==> config.mk <==
export PLATFORM = sky130hd
export DESIGN_NAME = ipv6_text_expander
export DESIGN_NICKNAME = d
export VERILOG_FILES = /design/src/hdl/ipv6te_pkg.sv /design/src/hdl/ipv6te_parser.sv /design/src/hdl/ipv6te_out_buffer.sv /design/src/hdl/ipv6_text_expander.sv
export VERILOG_INCLUDE_DIRS = /design/src /design/src/hdl
export SDC_FILE = /design/constraint.sdc
export NUM_CORES = 2
export LEC_CHECK = 0
export ABC_CLOCK_PERIOD_IN_PS = 18900
export BUFFER_PORTS_ARGS = -buffer_cell sky130_fd_sc_hd__buf_2
export CORE_ASPECT_RATIO = 0.75
export CORE_MARGIN = 8
export CORE_UTILIZATION = 40
export DETAILED_ROUTE_END_ITERATION = 8
export HOLD_SLACK_MARGIN = 0.08
export SYNTH_ARGS = -nofsm -noshare
export SYNTH_HDL_FRONTEND = slang
export SYNTH_HIERARCHICAL = 1
export SYNTH_SLANG_ARGS = --single-unit
==> constraint.sdc <==
create_clock -name aclk -period 18.9 [get_ports aclk]
set_input_delay 0.945 -clock aclk [delete_from_list [all_inputs] [get_ports aclk]]
set_output_delay 0.945 -clock aclk [all_outputs]
set_load 0.005 [all_outputs]
==> src/hdl/ipv6_text_expander_macros.svh <==
// Assertion macros shared by the IPv6 text expander modules.
`ifndef IPV6_TEXT_EXPANDER_MACROS_SVH
`define IPV6_TEXT_EXPANDER_MACROS_SVH

// The consequent must hold in the same cycle as the antecedent.
`define IPV6TE_ASSERT_NOW(label, clk, rstn, ante, cons) \
    label: assert property (@(posedge clk) disable iff (!rstn) (ante) |-> (cons)) \
        else $error("ipv6te: same-cycle check failed");

// The consequent must hold in the cycle after the antecedent.
`define IPV6TE_ASSERT_NEXT(label, clk, rstn, ante, cons) \
    label: assert property (@(posedge clk) disable iff (!rstn) (ante) |=> (cons)) \
        else $error("ipv6te: next-cycle check failed");

`endif

==> src/hdl/ipv6te_pkg.sv <==
// Package with constants and types of the IPv6 text expander.
`timescale 1ns / 1ps
`default_nettype none
package ipv6te_pkg;

    localparam int GROUP_COUNT      = 8;
    localparam int DIGITS_PER_GROUP = 4;

    localparam int GROUP_W = 32;
    localparam int CHAR_W  = 8;
    localparam int IDX_W   = 3;
    localparam int SLOT_W  = (GROUP_COUNT > 1) ? $clog2(GROUP_COUNT) : 1;
    localparam int COUNT_W = $clog2(GROUP_COUNT + 1);
    localparam int LEN_W   = $clog2(DIGITS_PER_GROUP + 1);
    localparam int TDATA_W = ((GROUP_W + IDX_W + 7) / 8) * 8;

    localparam logic [CHAR_W-1:0]  CH_COLON   = 8'h3A;
    localparam logic [CHAR_W-1:0]  CH_NEWLINE = 8'h0A;
    localparam logic [CHAR_W-1:0]  CH_ZERO    = 8'h30;
    localparam logic [GROUP_W-1:0] ZERO_WORD  = 32'h3030_3030;

    // Finished address handed from the parser to the output buffer.
    typedef struct packed {
        logic                                load;
        logic                                bad;
        logic [GROUP_COUNT-1:0][GROUP_W-1:0] words;
    } ipv6te_result_t;

endpackage
`default_nettype wire

==> src/hdl/ipv6te_parser.sv <==
// Input register and character parser that collects the groups of one address.
`timescale 1ns / 1ps
`default_nettype none
`include "ipv6_text_expander_macros.svh"
module ipv6te_parser
    import ipv6te_pkg::*;
(
    input  wire logic              aclk,
    input  wire logic              aresetn,
    input  wire logic              s_tvalid,
    output logic                   s_tready,
    input  wire logic [CHAR_W-1:0] s_char,
    input  wire logic              buf_free,
    output ipv6te_result_t         result
);

    logic              in_valid_reg, in_valid_next;
    logic [CHAR_W-1:0] in_char_reg;

    logic [GROUP_COUNT-1:0][GROUP_W-1:0] head_reg, head_next;
    logic [GROUP_COUNT-1:0][GROUP_W-1:0] tail_reg, tail_next;
    logic [COUNT_W-1:0] head_count_reg, head_count_next;
    logic [COUNT_W-1:0] tail_count_reg, tail_count_next;
    logic [GROUP_W-1:0] chars_reg, chars_next;
    logic [LEN_W-1:0]   len_reg, len_next;
    logic prev_colon_reg, prev_colon_next;
    logic double_reg, double_next;
    logic err_reg, err_next;

    logic is_colon, is_newline, consume;
    logic close_req, room, close_head, close_tail, close_err;
    logic [GROUP_W-1:0] padded;
    logic [GROUP_COUNT-1:0][GROUP_W-1:0] head_closed, tail_shift;
    logic [COUNT_W-1:0] head_count_closed;
    logic [COUNT_W:0]   count_sum;

    assign is_colon   = (in_char_reg == CH_COLON);
    assign is_newline = (in_char_reg == CH_NEWLINE);
    // A newline needs the output buffer; other characters never wait.
    assign consume    = in_valid_reg && (!is_newline || buf_free);
    assign s_tready   = !in_valid_reg || consume;

    always_comb begin
        in_valid_next = in_valid_reg;
        if (consume) begin
            in_valid_next = 1'b0;
        end
        if (s_tvalid && s_tready) begin
            in_valid_next = 1'b1;
        end
    end

    // Right-align the current group and pad it with ASCII zeros on the left.
    always_comb begin
        for (int b = 0; b < GROUP_W / CHAR_W; b++) begin
            padded[b*CHAR_W +: CHAR_W] = (b < int'(len_reg)) ?
                chars_reg[b*CHAR_W +: CHAR_W] : CH_ZERO;
        end
    end

    assign close_req = (is_colon && !prev_colon_reg) ||
                       (is_newline && !(double_reg && prev_colon_reg));
    assign count_sum = {1'b0, head_count_reg} + {1'b0, tail_count_reg};
    assign room       = count_sum < (COUNT_W + 1)'(GROUP_COUNT);
    assign close_head = close_req && room && !double_reg;
    assign close_tail = close_req && room && double_reg;
    assign close_err  = close_req && !room;

    // Tail groups shift in from the top, so they already sit at their final slots.
    always_comb begin
        for (int k = 0; k < GROUP_COUNT; k++) begin
            head_closed[k] = (close_head && head_count_reg[SLOT_W-1:0] == SLOT_W'(k)) ?
                padded : head_reg[k];
            if (k == GROUP_COUNT - 1) begin
                tail_shift[k] = padded;
            end else begin
                tail_shift[k] = tail_reg[(k + 1) % GROUP_COUNT];
            end
        end
    end

    assign head_count_closed = head_count_reg + COUNT_W'(close_head);

    always_comb begin
        result.load = consume && is_newline;
        result.bad  = err_reg || close_err ||
                      (!double_reg && head_count_closed != COUNT_W'(GROUP_COUNT));
        for (int k = 0; k < GROUP_COUNT; k++) begin
            if (COUNT_W'(k) < head_count_closed) begin
                result.words[k] = head_closed[k];
            end else if (close_tail) begin
                result.words[k] = tail_shift[k];
            end else begin
                result.words[k] = tail_reg[k];
            end
        end
    end

    always_comb begin
        head_next       = head_reg;
        tail_next       = tail_reg;
        head_count_next = head_count_reg;
        tail_count_next = tail_count_reg;
        chars_next      = chars_reg;
        len_next        = len_reg;
        prev_colon_next = prev_colon_reg;
        double_next     = double_reg;
        err_next        = err_reg;
        if (consume) begin
            if (is_newline) begin
                for (int k = 0; k < GROUP_COUNT; k++) begin
                    head_next[k] = ZERO_WORD;
                    tail_next[k] = ZERO_WORD;
                end
                head_count_next = '0;
                tail_count_next = '0;
                chars_next      = '0;
                len_next        = '0;
                prev_colon_next = 1'b0;
                double_next     = 1'b0;
                err_next        = 1'b0;
            end else if (is_colon) begin
                if (prev_colon_reg) begin
                    if (double_reg) begin
                        err_next = 1'b1;
                    end else begin
                        double_next = 1'b1;
                    end
                end else begin
                    head_next       = head_closed;
                    head_count_next = head_count_closed;
                    if (close_tail) begin
                        tail_next       = tail_shift;
                        tail_count_next = tail_count_reg + COUNT_W'(1);
                    end
                    if (close_err) begin
                        err_next = 1'b1;
                    end
                    chars_next = '0;
                    len_next   = '0;
                end
                prev_colon_next = 1'b1;
            end else begin
                if (len_reg >= LEN_W'(DIGITS_PER_GROUP)) begin
                    err_next = 1'b1;
                end else begin
                    chars_next = {chars_reg[GROUP_W-CHAR_W-1:0], in_char_reg};
                    len_next   = len_reg + LEN_W'(1);
                end
                prev_colon_next = 1'b0;
            end
        end
    end

    always_ff @(posedge aclk) begin
        if (!aresetn) begin
            in_valid_reg   <= 1'b0;
            for (int k = 0; k < GROUP_COUNT; k++) begin
                head_reg[k] <= ZERO_WORD;
                tail_reg[k] <= ZERO_WORD;
            end
            head_count_reg <= '0;
            tail_count_reg <= '0;
            chars_reg      <= '0;
            len_reg        <= '0;
            prev_colon_reg <= 1'b0;
            double_reg     <= 1'b0;
            err_reg        <= 1'b0;
        end else begin
            in_valid_reg   <= in_valid_next;
            head_reg       <= head_next;
            tail_reg       <= tail_next;
            head_count_reg <= head_count_next;
            tail_count_reg <= tail_count_next;
            chars_reg      <= chars_next;
            len_reg        <= len_next;
            prev_colon_reg <= prev_colon_next;
            double_reg     <= double_next;
            err_reg        <= err_next;
        end
    end

    always_ff @(posedge aclk) begin
        if (s_tvalid && s_tready) begin
            in_char_reg <= s_char;
        end
    end

    `IPV6TE_ASSERT_NOW(a_count_bound, aclk, aresetn, 1'b1,
        ({1'b0, head_count_reg} + {1'b0, tail_count_reg}) <= (COUNT_W + 1)'(GROUP_COUNT))

endmodule
`default_nettype wire

==> src/hdl/ipv6te_out_buffer.sv <==
// Holding buffer that delivers the groups of a finished address one per cycle while m_tready is high.
`timescale 1ns / 1ps
`default_nettype none
`include "ipv6_text_expander_macros.svh"
module ipv6te_out_buffer
    import ipv6te_pkg::*;
(
    input  wire logic            aclk,
    input  wire logic            aresetn,
    input  wire ipv6te_result_t  result,
    output logic                 buf_free,
    output logic                 m_tvalid,
    input  wire logic            m_tready,
    output logic [GROUP_W-1:0]   m_text,
    output logic [IDX_W-1:0]     m_index,
    output logic                 m_last,
    output logic                 m_bad
);

    logic [GROUP_COUNT-1:0][GROUP_W-1:0] words_reg;
    logic                                bad_reg;
    logic                                busy_reg, busy_next;
    logic [SLOT_W-1:0]                   idx_reg, idx_next;
    logic                                at_last, taken;

    assign at_last  = (idx_reg == SLOT_W'(GROUP_COUNT - 1));
    assign taken    = busy_reg && m_tready;
    assign buf_free = !busy_reg || (taken && at_last);

    assign m_tvalid = busy_reg;
    assign m_text   = words_reg[idx_reg];
    assign m_index  = IDX_W'(idx_reg);
    assign m_last   = at_last;
    assign m_bad    = bad_reg;

    always_comb begin
        busy_next = busy_reg;
        idx_next  = idx_reg;
        if (taken) begin
            if (at_last) begin
                busy_next = 1'b0;
                idx_next  = '0;
            end else begin
                idx_next = idx_reg + SLOT_W'(1);
            end
        end
        if (result.load) begin
            busy_next = 1'b1;
            idx_next  = '0;
        end
    end

    always_ff @(posedge aclk) begin
        if (!aresetn) begin
            busy_reg <= 1'b0;
            idx_reg  <= '0;
        end else begin
            busy_reg <= busy_next;
            idx_reg  <= idx_next;
        end
    end

    always_ff @(posedge aclk) begin
        if (result.load) begin
            words_reg <= result.words;
            bad_reg   <= result.bad;
        end
    end

    `IPV6TE_ASSERT_NOW(a_load_when_free, aclk, aresetn, result.load, buf_free)
    `IPV6TE_ASSERT_NEXT(a_load_starts, aclk, aresetn, result.load,
        busy_reg && idx_reg == '0)
    `IPV6TE_ASSERT_NEXT(a_drain_ends, aclk, aresetn, taken && at_last && !result.load,
        !busy_reg)

endmodule
`default_nettype wire

==> src/hdl/ipv6_text_expander.sv <==
// Top level of the IPv6 text expander.
// Takes one ASCII character of an IPv6 address per item and, on the newline,
// delivers eight items, one zero-padded four-character group each, leftmost
// first. A character is held in the input register and is then folded into
// the group state, so one character is taken every cycle unless a newline
// waits for the holding buffer. After a newline the eight groups leave one
// per cycle from a holding buffer, as long as m_tready is high, while the
// characters of the next address keep flowing in; only the next newline
// waits until the last group of the previous address has been taken.
// m_tuser flags a malformed address on all eight of its groups.
`timescale 1ns / 1ps
`default_nettype none
module ipv6_text_expander
    import ipv6te_pkg::*;
(
    input  wire logic               aclk,
    input  wire logic               aresetn,
    input  wire logic               s_tvalid,
    output logic                    s_tready,
    input  wire logic [7:0]         s_tdata,   // [7:0] char_code
    output logic                    m_tvalid,
    input  wire logic               m_tready,
    output logic [TDATA_W-1:0]      m_tdata,   // [31:0] group_text, [34:32] group_index
    output logic                    m_tlast,
    output logic                    m_tuser    // [0] malformed
);

    ipv6te_result_t     result;
    logic               buf_free;
    logic [GROUP_W-1:0] text;
    logic [IDX_W-1:0]   index;

    ipv6te_parser u_parser (
        .aclk     (aclk),
        .aresetn  (aresetn),
        .s_tvalid (s_tvalid),
        .s_tready (s_tready),
        .s_char   (s_tdata),
        .buf_free (buf_free),
        .result   (result)
    );

    ipv6te_out_buffer u_out_buffer (
        .aclk     (aclk),
        .aresetn  (aresetn),
        .result   (result),
        .buf_free (buf_free),
        .m_tvalid (m_tvalid),
        .m_tready (m_tready),
        .m_text   (text),
        .m_index  (index),
        .m_last   (m_tlast),
        .m_bad    (m_tuser)
    );

    assign m_tdata = {{(TDATA_W - GROUP_W - IDX_W){1'b0}}, index, text};

endmodule
`default_nettype wire

==> metrics.txt <==
data required time of the critical path=19.15 ns; max cap viols=1; clock root cell=clkbuf_16; initial drt markers=3,975; violations in the final reports=capacitance limit, slew limit; final wirelength=125 mm; number of I/O port buffers=50; CP max FO=161; Pwr per Cell Area=88.1 mW/mm2; transition time at the pin with the least slew margin=1.54 ns; first drt pass iteration count=7; Critical Path Sink Type=register; met3 track demand over resource in global routing=0.0568; share of flip-flops with an asynchronous set or reset=0; Critical Path Start Type=register; Final Wtd Congestion=0.892; via count of the first global-routing pass=26,800; global routing usage summed across all routing layers=0.236; final-report hold violation count=0; result of the run=finished, violations left; filler instances=8,179; leakage dissipation=15.2 nW; layer with the highest usage=met2; worst clock skew=0.0243 ns; post-route worst setup slack=13.04 ns; origin of the worst min-delay path=u_parser/head_reg[229]; highest clock frequency the design can meet=171 MHz; combined area of all synthesized cells=0.0367 mm2; pre-CTS setup slack=13.07 ns; half-perimeter wire length after detailed placement=73.2 mm; final number of max-transition violations=36; synthesis-to-finish area growth=11.2%; Vert. Die Dim=278 um; dominant combinational cell family by area after synthesis=multiplexers; clock period minus final worst setup slack=5.86 ns; Clock transition at path regs=0.06 ns; pin count of the biggest net entering global routing=193; sequential share of the synthesized area=0.524; vias per cell=6.45; residual DRC count=0; category of the critical setup timing path=reg -> reg; area fraction in compound gates after synthesis=0.178; number of flops mapped to enable cells by yosys=265; total of hold buffers inserted after clock tree synthesis=0; Avg Inst Size Synth=11.8 um2; IR Drop Worst-Case VDD=0.0707 mV; setup TNS after final layout=0 ns; Die X=366 um; Post-Synth XOR/XNOR Area=0.00119; post-CTS setup buffers=0; synthesized instance count=3,121; quantity of gates resized following cts=0; total CTS buffers=86; maximum count of clock buffers along a single path=3; number of warnings issued by yosys=6; Yosys reg bits=828; Detail Route Antenna Nets=0; number of cell rows=96; CTS tree=built; clock latency reported for the late side of the worst-skew pair=0.64 ns; initial cell density of the core=0.402; commonest non-fill, non-tap cell in the layout=dfxtp_1; H-Tree Level Count=3; FF-to-FF Start=u_out_buffer/m_index[0]; Layout Nets=3,041; vias after detailed routing=27,900; IO Pins=56; slew margin rel.=-0.0270; clock net sink count=828; CORE AREA=0.0912 mm2; main flop type after synthesis=dfxtp_1; min-delay worst type=reg -> reg; share of the cycle needed by the critical path after routing=0.310; unrepaired setup endpoints after global routing=false; Final Util=0.447; wire length of the first global-routing pass=182 mm; count of cell types in the netlist=82; multiplexer fraction of the synthesized cell area=0.188; arithmetic-cell share of the synthesized area counting full adders, half adders and majority gates=0.00307; M1 GR Usage=0.340; fraction of final layout cells with drive strength greater than 1=0.129; global-route congestion overflow total=0; DIE AREA=0.102 mm2; met2 Resource Use GR=0.340; Worst Path Arrival=6.11 ns; commonest cells after routing, fill and taps aside=dfxtp_1 (560), mux2i_1 (503), edfxtp_1 (265); Routed wire per std cell=28.9 um; simple-gate portion of the synthesized area=0.0686; worst setup path start=u_out_buffer/m_index[0]; number of antenna violations at the first check in global routing=5; setup violators final=0
==> report_power, final <==
group	total, W	internal, W	switching (W)
clock network	0.00168	0.000973	0.000710
logic	0.0000758	0.0000130	0.0000628
registers	0.00183	0.00183	0.00000602
total	0.00359	0.00281	0.000779
==> cell usage after synthesis, types with 10 or more instances <==
master,count,area [um2]
mux2_2,34,383
a22o_1,221,1940
nand2_1,258,968
buf_2,48,240
buf_6,10,113
mux4_2,57,1280
a2bb2oi_1,20,175
a221oi_1,44,385
mux2i_1,503,5030
nor3_1,39,195
a31oi_1,41,257
nor2_1,125,469
edfxtp_1,265,7960
a221o_1,21,210
o221ai_1,13,114
o21ai_0,48,240
buf_1,22,82.6
clkbuf_1,221,830
a32oi_1,43,377
inv_1,11,41.3
o2bb2ai_1,123,1080
o32ai_1,31,272
a21oi_1,83,415
a41oi_1,26,228
and2_1,23,144
a32o_1,38,380
a211oi_1,12,90.1
o21ai_1,10,50.1
dfxtp_1,563,11300
nand3_1,31,155
==> cell families after synthesis <==
family | Yosys count
DFF | 828
adders and majority gates | 9
and+or+nand+nor | 548
buffers and inverters | 322
xor gates and xnor gates | 5
other | 1
AOI/OAI and AO/OA | 807
muxes | 601
==> path summary, 6_finish.rpt <==
check / to / slack (ns) / cells after the start
min: u_parser/head_reg[229] / 0.45 / 2
min reg2reg: u_parser/head_reg[229] / 0.45 / 2
max: u_out_buffer/words_reg[144] / 13.04 / 9
max reg2reg: u_out_buffer/words_reg[144] / 13.04 / 9
==> per-layer routing <==
| layer | share of wire | vias up |
|---|---|---|
| met5 | 0.00010 | - |
| met4 | 0.040 | 2 |
| met3 | 0.11 | 360 |
| met2 | 0.42 | 1725 |
| met1 | 0.43 | 13900 |
| li1 | - | 11900 |
==> cell type report <==
cell class	instances	area, um2	area share
sequential	828	19200	0.472
multi-input combinational	1975	16400	0.401
clock buffer	137	2640	0.0647
tap	1225	1530	0.0376
timing repair buffer	117	793	0.0195
clock inverter	21	161	0.00396
inverter	12	45.0	0.00110
antenna	1	2.50	0.0000614
==> through the flow <==
step / std cells / hold WS (ns) / total power [W] / instance area (um2)
after floorplan: 3125 / 0.423 / 0.00191 / 36700
final: 4316 / 0.450 / 0.00359 / 40800
after detailed placement: 4157 / 0.438 / 0.00195 / 38000
after global placement: 4157 / 0.440 / 0.00194 / 38000
after CTS: 4315 / 0.448 / 0.00361 / 40800
after global routing: 4315 / 0.473 / 0.00368 / 40800
==> worst max-delay path: stages (launching register included) <==
cell       delay (ns)
dfxtp_4          0.88
ha_1             0.27
ha_1             0.19
a21boi_0         0.32
inv_1            0.28
nor3b_1          0.45
o2111ai_2        0.23
nor2_4           1.00
buf_12           0.74
buf_4            0.85
Power figures use the tool's default switching activity.
